--- src/design/mtep_pkg.sv ---
// Types, codes and constants shared by the MP table entry parser modules.
package mtep_pkg;

	localparam int unsigned LEN_W   = 16;
	localparam int unsigned COUNT_W = 5;
	localparam int unsigned OFF_W   = 5;

	// Most CPU records the block itself can hold; the register limit is capped by it.
	localparam logic [COUNT_W-1:0] MAX_CPUS = 5'd16;

	localparam logic [OFF_W-1:0] PROC_ENTRY_BYTES  = 5'd20;
	localparam logic [OFF_W-1:0] OTHER_ENTRY_BYTES = 5'd8;

	localparam logic [7:0] ENTRY_PROCESSOR = 8'd0;
	localparam logic [7:0] ENTRY_LAST_KNOWN = 8'd4;

	localparam logic [OFF_W-1:0] OFFSET_APIC_ID = 5'd1;
	localparam logic [OFF_W-1:0] OFFSET_FLAGS   = 5'd3;

	typedef enum logic {
		KIND_START = 1'b0,
		KIND_BYTE  = 1'b1
	} kind_t;

	typedef enum logic [1:0] {
		STOP_END_OF_AREA = 2'd0,
		STOP_LIMIT       = 2'd1,
		STOP_UNKNOWN     = 2'd2
	} stop_reason_t;

	typedef enum logic {
		CFG_ENTRIES_LENGTH = 1'b0,
		CFG_MAX_CPUS       = 1'b1
	} cfg_index_t;

	typedef struct packed {
		logic       kind;
		logic [7:0] table_byte;
	} item_t;

	typedef struct packed {
		logic               record_valid;
		logic [7:0]         apic_id;
		logic               is_bsp;
		logic [3:0]         cpu_index;
		logic               finished;
		logic [COUNT_W-1:0] cpu_count;
		logic [1:0]         stop_reason;
	} result_t;

	typedef struct packed {
		logic [LEN_W-1:0]   entries_length;
		logic [COUNT_W-1:0] max_cpus;
	} cfg_t;

endpackage

--- src/design/mtep_cfg_regs.sv ---
// Configuration registers of the MP table entry parser.
module mtep_cfg_regs (
	input  logic                 clk,
	input  logic                 arst_n,
	input  logic                 cfg_valid,
	output logic                 cfg_ready,
	input  logic                 cfg_index,
	input  logic [15:0]          cfg_data,
	output mtep_pkg::cfg_t       cfg
);

	mtep_pkg::cfg_t cfg_q;

	// Writes are taken in every cycle.
	assign cfg_ready = 1'b1;
	assign cfg       = cfg_q;

	always_ff @(posedge clk or negedge arst_n) begin
		if (!arst_n) begin
			cfg_q.entries_length <= '0;
			cfg_q.max_cpus       <= mtep_pkg::MAX_CPUS;
		end else if (cfg_valid && cfg_ready) begin
			unique case (mtep_pkg::cfg_index_t'(cfg_index))
				mtep_pkg::CFG_ENTRIES_LENGTH: begin
					cfg_q.entries_length <= cfg_data;
				end
				mtep_pkg::CFG_MAX_CPUS: begin
					cfg_q.max_cpus <= cfg_data[mtep_pkg::COUNT_W-1:0];
				end
				default: begin
				end
			endcase
		end
	end

endmodule

--- src/design/mtep_parse_core.sv ---
// Parse state registers and the per-item step logic of the MP table entry parser.
module mtep_parse_core (
	input  logic                 clk,
	input  logic                 arst_n,
	input  logic                 step,
	input  mtep_pkg::item_t      item,
	input  mtep_pkg::cfg_t       cfg,
	output logic                 has_result,
	output mtep_pkg::result_t    result
);

	logic [mtep_pkg::LEN_W-1:0]   byte_position_q, byte_position_d;
	logic [mtep_pkg::OFF_W-1:0]   entry_offset_q, entry_offset_d;
	logic [mtep_pkg::OFF_W-1:0]   entry_size_q, entry_size_d;
	logic                         entry_is_processor_q, entry_is_processor_d;
	logic [7:0]                   held_apic_id_q, held_apic_id_d;
	logic [mtep_pkg::COUNT_W-1:0] records_found_q, records_found_d;
	logic                         parse_done_q, parse_done_d;

	logic [mtep_pkg::COUNT_W-1:0] cpu_limit;
	logic [mtep_pkg::OFF_W-1:0]   offset_inc;
	logic                         record;

	assign cpu_limit = (cfg.max_cpus < mtep_pkg::MAX_CPUS) ? cfg.max_cpus : mtep_pkg::MAX_CPUS;

	always_comb begin
		byte_position_d      = byte_position_q;
		entry_offset_d       = entry_offset_q;
		entry_size_d         = entry_size_q;
		entry_is_processor_d = entry_is_processor_q;
		held_apic_id_d       = held_apic_id_q;
		records_found_d      = records_found_q;
		parse_done_d         = parse_done_q;
		record               = 1'b0;
		offset_inc           = '0;
		has_result           = 1'b0;
		result               = '0;

		if (item.kind == mtep_pkg::KIND_START) begin
			// A start always abandons the current table.
			byte_position_d      = '0;
			entry_offset_d       = '0;
			entry_size_d         = '0;
			entry_is_processor_d = 1'b0;
			held_apic_id_d       = '0;
			records_found_d      = '0;
			parse_done_d         = 1'b0;
			if (cfg.entries_length == '0) begin
				parse_done_d       = 1'b1;
				has_result         = 1'b1;
				result.finished    = 1'b1;
				result.stop_reason = mtep_pkg::STOP_END_OF_AREA;
			end else if (cpu_limit == '0) begin
				parse_done_d       = 1'b1;
				has_result         = 1'b1;
				result.finished    = 1'b1;
				result.stop_reason = mtep_pkg::STOP_LIMIT;
			end
		end else if (!parse_done_q) begin
			if (entry_offset_q == '0 && item.table_byte > mtep_pkg::ENTRY_LAST_KNOWN) begin
				// Unknown entry type: stop without touching the position counters.
				parse_done_d       = 1'b1;
				has_result         = 1'b1;
				result.finished    = 1'b1;
				result.stop_reason = mtep_pkg::STOP_UNKNOWN;
				result.cpu_count   = records_found_q;
			end else begin
				if (entry_offset_q == '0) begin
					if (item.table_byte == mtep_pkg::ENTRY_PROCESSOR) begin
						entry_size_d         = mtep_pkg::PROC_ENTRY_BYTES;
						entry_is_processor_d = 1'b1;
					end else begin
						entry_size_d         = mtep_pkg::OTHER_ENTRY_BYTES;
						entry_is_processor_d = 1'b0;
					end
				end else if (entry_is_processor_q) begin
					if (entry_offset_q == mtep_pkg::OFFSET_APIC_ID) begin
						held_apic_id_d = item.table_byte;
					end else if (entry_offset_q == mtep_pkg::OFFSET_FLAGS &&
							item.table_byte[0]) begin
						record          = 1'b1;
						records_found_d = records_found_q + 1'b1;
					end
				end

				offset_inc      = entry_offset_q + 1'b1;
				entry_offset_d  = (offset_inc >= entry_size_d) ? '0 : offset_inc;
				byte_position_d = byte_position_q + 1'b1;

				if (record) begin
					result.record_valid = 1'b1;
					result.apic_id      = held_apic_id_q;
					result.is_bsp       = item.table_byte[1];
					result.cpu_index    = records_found_q[3:0];
				end
				result.cpu_count = records_found_d;

				if (byte_position_d == '0 || byte_position_d >= cfg.entries_length) begin
					parse_done_d       = 1'b1;
					has_result         = 1'b1;
					result.finished    = 1'b1;
					result.stop_reason = mtep_pkg::STOP_END_OF_AREA;
				end else if (entry_offset_d == '0 && records_found_d >= cpu_limit) begin
					parse_done_d       = 1'b1;
					has_result         = 1'b1;
					result.finished    = 1'b1;
					result.stop_reason = mtep_pkg::STOP_LIMIT;
				end else if (record) begin
					has_result = 1'b1;
				end
			end
		end
	end

	always_ff @(posedge clk or negedge arst_n) begin
		if (!arst_n) begin
			byte_position_q      <= '0;
			entry_offset_q       <= '0;
			entry_size_q         <= '0;
			entry_is_processor_q <= 1'b0;
			held_apic_id_q       <= '0;
			records_found_q      <= '0;
			parse_done_q         <= 1'b1;
		end else if (step) begin
			byte_position_q      <= byte_position_d;
			entry_offset_q       <= entry_offset_d;
			entry_size_q         <= entry_size_d;
			entry_is_processor_q <= entry_is_processor_d;
			held_apic_id_q       <= held_apic_id_d;
			records_found_q      <= records_found_d;
			parse_done_q         <= parse_done_d;
		end
	end

	// The offset inside an entry never reaches the entry's size.
	a_offset_in_entry: assert property (@(posedge clk) disable iff (!arst_n)
		entry_offset_q == '0 || entry_offset_q < entry_size_q)
		else $error("entry offset ran past the entry size");

	// Only the two known entry sizes, or none before the first type byte.
	a_entry_size_known: assert property (@(posedge clk) disable iff (!arst_n)
		entry_size_q == '0 || entry_size_q == mtep_pkg::PROC_ENTRY_BYTES ||
		entry_size_q == mtep_pkg::OTHER_ENTRY_BYTES)
		else $error("entry size is not a known entry length");

	// A record comes only from the flags byte of a processor entry.
	a_record_at_flags: assert property (@(posedge clk) disable iff (!arst_n)
		step && has_result && result.record_valid |->
		entry_is_processor_q && entry_offset_q == mtep_pkg::OFFSET_FLAGS && !parse_done_q)
		else $error("record emitted outside a processor flags byte");

	// A finished result leaves the parser done.
	a_finish_sticks: assert property (@(posedge clk) disable iff (!arst_n)
		step && has_result && result.finished |=> parse_done_q)
		else $error("parser not done after a finished result");

endmodule

--- src/design/mp_table_entry_parser.sv ---
// Top level of the MP configuration table entry parser.
// This block walks the entry area of a multiprocessor configuration table, with the
// header already stripped, one byte per transfer on the item channel after a start
// transfer (kind 0). Processor entries with the enabled flag set yield a CPU record;
// a result transfer appears only when a record is made or the parse ends, and both can
// share one transfer. The block takes one item per clock cycle while item_stall is
// low; an accepted item is held in the input register for the single step of the
// parse-state logic, whose outcome lands in the result register. The result register
// parts the two channels, so an empty input register accepts a new item while a
// result waits to be taken, and input stalls only when the result register is full
// and stalled and an item already sits in the input register. The record limit is the
// smaller of the max_cpus register and the built-in limit of 16. Configuration writes
// are accepted in every cycle and are meant to be made while no parse is in flight.
module mp_table_entry_parser (
	input  logic                clk,
	input  logic                arst_n,

	input  logic                item_valid,
	output logic                item_stall,
	input  mtep_pkg::item_t     item,

	output logic                result_valid,
	input  logic                result_stall,
	output mtep_pkg::result_t   result,

	input  logic                cfg_valid,
	output logic                cfg_ready,
	input  logic                cfg_index,
	input  logic [15:0]         cfg_data
);

	mtep_pkg::cfg_t    cfg;
	mtep_pkg::item_t   item_s1;
	logic              item_valid_s1;
	mtep_pkg::result_t step_result;
	logic              step_has_result;
	mtep_pkg::result_t result_q;
	logic              result_valid_q;

	// The result register can take a new value when it is empty or being drained.
	logic out_free;
	// The held item is processed in the cycle the result register can take its outcome.
	logic step;

	assign out_free   = !result_valid_q || !result_stall;
	assign step       = item_valid_s1 && out_free;
	assign item_stall = item_valid_s1 && !out_free;

	mtep_cfg_regs u_cfg_regs (
		.clk       (clk),
		.arst_n    (arst_n),
		.cfg_valid (cfg_valid),
		.cfg_ready (cfg_ready),
		.cfg_index (cfg_index),
		.cfg_data  (cfg_data),
		.cfg       (cfg)
	);

	// Input register: loads whenever the incoming transfer is accepted.
	always_ff @(posedge clk or negedge arst_n) begin
		if (!arst_n) begin
			item_valid_s1 <= 1'b0;
		end else if (!item_stall) begin
			item_valid_s1 <= item_valid;
		end
	end

	always_ff @(posedge clk) begin
		if (item_valid && !item_stall) begin
			item_s1 <= item;
		end
	end

	mtep_parse_core u_parse_core (
		.clk        (clk),
		.arst_n     (arst_n),
		.step       (step),
		.item       (item_s1),
		.cfg        (cfg),
		.has_result (step_has_result),
		.result     (step_result)
	);

	// Result register: an item that causes no result simply clears it once drained.
	always_ff @(posedge clk or negedge arst_n) begin
		if (!arst_n) begin
			result_valid_q <= 1'b0;
		end else if (out_free) begin
			result_valid_q <= step && step_has_result;
		end
	end

	always_ff @(posedge clk) begin
		if (step && step_has_result) begin
			result_q <= step_result;
		end
	end

	assign result_valid = result_valid_q;
	assign result       = result_q;

endmodule

--- config.mk ---
export PLATFORM = sky130hd
export DESIGN_NAME = mp_table_entry_parser
export DESIGN_NICKNAME = d
export VERILOG_FILES = /design/src/design/mtep_pkg.sv /design/src/design/mtep_cfg_regs.sv /design/src/design/mtep_parse_core.sv /design/src/design/mp_table_entry_parser.sv
export SDC_FILE = /design/constraint.sdc
export NUM_CORES = 1
export LEC_CHECK = 0
export BUFFER_PORTS_ARGS = -buffer_cell sky130_fd_sc_hd__buf_2
export CAP_MARGIN = 10
export CORE_ASPECT_RATIO = 1.1
export CORE_MARGIN = 2
export CORE_UTILIZATION = 35
export DETAILED_ROUTE_END_ITERATION = 10
export HOLD_SLACK_MARGIN = 0.02
export MAX_ROUTING_LAYER = met4
export SYNTH_ARGS = -nofsm -noshare
export SYNTH_HDL_FRONTEND = slang
export SYNTH_HIERARCHICAL = 1
export SYNTH_SLANG_ARGS = --single-unit
--- constraint.sdc ---
create_clock -name clk -period 11 [get_ports clk]
set_clock_uncertainty 0.15 [all_clocks]
set_input_delay 0 -clock clk [delete_from_list [all_inputs] [get_ports clk]]
set_output_delay 0 -clock clk [all_outputs]
set_load 0.02 [all_outputs]
==> qor.txt <==
Global-route wire length before repair: 19.5 mm
Post-synth EDFFs: 31
Startpoint types: register
Share of power burned in registers: 49.0%
Die width: 121 um
Final worst path period need: 4.88 ns
Synthesized area per cell: 10.6 um^2
All-Layer GR Usage: 15.7%
Core area: 0.0145 mm^2
Type of the most critical hold path: primary input to asynchronous set/reset pin
ANT cells: 0
Total CTS buffers: 9
Crit Path Max Fanout: 22
Antenna Nets Post-Route: 0
Grt total ovfl: 0
CTS H-tree lvls: 3
Finished layout cell area: 0.00636 mm^2
Cell Area, Synth: 0.00524 mm^2
Initial antenna violation count: 0
Internal: 0.000631 W
Detail Placement HPWL: 7.78 mm
Logic pwr share: 14.1%
# resized after CTS: 0
Max Clock Freq: 0.205 GHz
Endpoints failing hold: 0
Via count: 3889
Clock Sink Count: 95
Worst-Skew Late Latency: 0.35 ns
Slew headroom: 30.6%
MaxCap Viol Count: 0
Async S/R FF share, synth: 67.4%
Area of the multi-input gates: 0.00242 mm^2
Period utilization: 44.4%
Top Layer Used: met4
Sequential fraction of the synthesis area: 48.4%
Unrepaired setup endpoints after global routing: false
FF+latch area: 0.00253 mm^2
Final core occ: 43.8%
Reg clk slew, reported paths: 0.06 ns
Status: completed
Critical Path RT: 10.82 ns
Area leader, netlist: dfrtp_1
Top cells by count, synth: 62 x dfrtp_1, 49 x nand2_1, 41 x o21ai_0, 32 x ha_1, 32 x nor2_1
Critical Path End Type: register
Rows: 46
Met3 WL: 424 um
Worst EP arrival: 4.70 ns
Slowest cell on crit path: nor3_2
Static leakage: 2.91 nW
Endpoints failing setup: 0
Synth Flop Type: dfrtp_1
Nets@finish: 643
Setup CP Type: register to register
Met1 Wirelength: 5.06 mm
Clk pwr share: 37.0%
FILL cells: 1405
DR WL/cell: 14.4 um
Synth area leaders: dfrtp_1 30%, edfxtp_1 18%, ha_1 7.6%
Setup TNS: 0 ns
Num ports: 56
Iteration-0 DRC Markers: 215
Placement Cell Area: 0.00559 mm^2
Drt total wl: 11.2 mm
Starting density of the core: 36.1%
DRC errors left: 0
Synth warn: 6
Mean number of vias per cell: 5.01
Root Buffer: clkbuf_16
Setup WS post-layout: 6.12 ns
PortBufs: 54
TritonCTS clock tree: built
Share of layout cells above drive strength 1: 19.3%
Peak supply drop: 0.0000697 V
Sw Ratio: 25.5%
Place WS: 6.18 ns
Area grow syn2layout: 21.3%
Syn_nets: 556
Initial DRT Pass Iterations: 4
Pin count of the biggest net entering global routing: 65
Slew Viols, Final: 0
Die area: 0.0160 mm^2
Met2 wire length: 5.62 mm
Number of global-route vias before repair: 4081
Critical path's largest stage delay: 0.77 ns
Synth unique cells: 63
Max Buffers Root-to-Sink: 2
Worst slew pin tran: 1.04 ns
PwrDens: 133 mW/mm^2
Synth top area share: 29.6%
Die Y: 132 um
Most common cell in the netlist: dfrtp_1
Post-Syn Instances: 493
Critical Path, Cell by Cell: inv_1, ha_1, nand3b_1, nor3_2, nand2_1, xor2_1, inv_1, ha_1, o21ai_0, a21o_1, a21oi_1, a2bb2oi_1, nor2_1, a31oi_1, nand2_1, a21oi_2
NetSw: 0.000216 W
Gpl congestion: 0.833
Register bit total from synthesis: 95
critical path: cells and delay by family, from the launching register on:
| kind | cells | cell delay [ns] |
|---|---|---|
| XOR/XNOR | 1 | 0.29 |
| flip-flops | 1 | 0.45 |
| buffers and inverters | 2 | 0.18 |
| AND/OR/NAND/NOR | 5 | 1.36 |
| adder cells (fa/ha/maj) | 2 | 0.50 |
| AO/OA/AOI/OAI | 6 | 1.57 |
path summary, 6_finish.rpt:
| kind | depth (start not counted) | end | start | slack, ns |
|---|---|---|---|---|
| max | 16 | result[21] | u_parse_core/entry_offset_q[0] | 6.12 |
| min reg2reg | 2 | u_parse_core/entry_size_q[4] | u_parse_core/entry_size_q[4] | 0.33 |
| min in group clk | 2 | item_s1[8] | item[8] | 0.21 |
| max reg2reg | 16 | result[21] | u_parse_core/entry_offset_q[0] | 6.12 |
| max in group asynchronous | 3 | u_cfg_regs/cfg[20] | arst_n | 9.93 |
| min | 3 | u_parse_core/byte_position_q[11] | arst_n | 0.21 |
flip-flops by register name (all words and copies together), names as in the netlist:
name	flops
u_parse_core/entry_is_processor_q	1
item_s1	9
u_cfg_regs/cfg	21
u_parse_core/byte_position_q	16
u_parse_core/parse_done_q	1
result_valid	1
result	22
item_valid_s1	1
u_parse_core/held_apic_id_q	8
u_parse_core/entry_size_q	5
u_parse_core/records_found_q	5
u_parse_core/entry_offset_q	5
cell usage in the layout, fill, tap and decap left out, types with 4 or more instances in the layout:
cell type,Yosys,routed
nor2_1,32,32
ha_1,32,32
a31oi_1,5,5
edfxtp_1,31,31
nor4_1,6,6
nand2_1,49,49
o21ai_0,41,41
nand4_1,12,12
mux2_4,10,10
a21oi_1,12,11
a21o_1,4,4
xor2_1,11,11
nor3_1,7,7
nand3_1,11,11
mux2_2,11,11
a22o_2,7,7
inv_1,28,28
nor2b_1,4,4
a32o_1,4,4
xnor2_1,14,14
and3_1,21,21
buf_2,8,54
dlygate4sd3_1,0,47
dfrtp_1,62,62
clkbuf_16,0,9
o31ai_1,6,6
through the flow:
step | instances | power, W | hold slack (ns)
after global placement | 714 | 0.000516 | 0.0305
after detailed placement | 714 | 0.000520 | 0.0281
after CTS | 777 | 0.000857 | 0.205
after floorplan | 493 | 0.000485 | -0.446
final | 777 | 0.000847 | 0.208
after global routing | 777 | 0.000890 | 0.209
logic make-up (layout without fill, tap and decap cells):
| logic type | Yosys count | in the layout | synth area share (%) |
|---|---|---|---|
| other | 1 | 1 | 0.0716 |
| multiplexers | 23 | 23 | 5.61 |
| AND/OR/NAND/NOR | 165 | 165 | 16.4 |
| AO/OA/AOI/OAI | 97 | 97 | 12.3 |
| flip-flops | 95 | 95 | 48.4 |
| adder cells (fa/ha/maj) | 32 | 32 | 7.64 |
| buffers and inverters | 55 | 147 | 5.47 |
| XOR/XNOR | 25 | 25 | 4.18 |
metal layers:
metal,vias up,GRT usage [%]
li1,1945,-
met1,1865,18.9
met2,69,26.0
met3,10,3.85
met4,0,4.78
met5,-,-
layout make-up:
| class | instances | share of cell area [%] |
|---|---|---|
| well taps | 192 | 3.78 |
| repair buffers | 103 | 11.9 |
| multi-input cells | 343 | 38.1 |
| inverters | 28 | 1.65 |
| clock buffers | 10 | 3.60 |
| clock inverters | 6 | 1.12 |
| flip-flops and latches | 95 | 39.9 |
power groups by stage:
stage | clock [W] | combinational [W] | sequential, W
2_1_floorplan | 0 | 0.0000616 | 0.000423
3_3_place_gp | 0 | 0.0000944 | 0.000421
3_5_place_dp | 0 | 0.0000977 | 0.000422
4_1_cts | 0.000322 | 0.000119 | 0.000415
5_1_grt | 0.000337 | 0.000135 | 0.000419
6_report | 0.000313 | 0.000119 | 0.000415
repair_timing:
| action | in CTS | in global routing |
|---|---|---|
| buffers inserted | 0 | 0 |
| hold buffers | 47 | 0 |
| endpoints found under the setup margin | 0 | 0 |
| endpoints found under the hold margin | 94 | 0 |
Power figures use the tool's default switching activity.
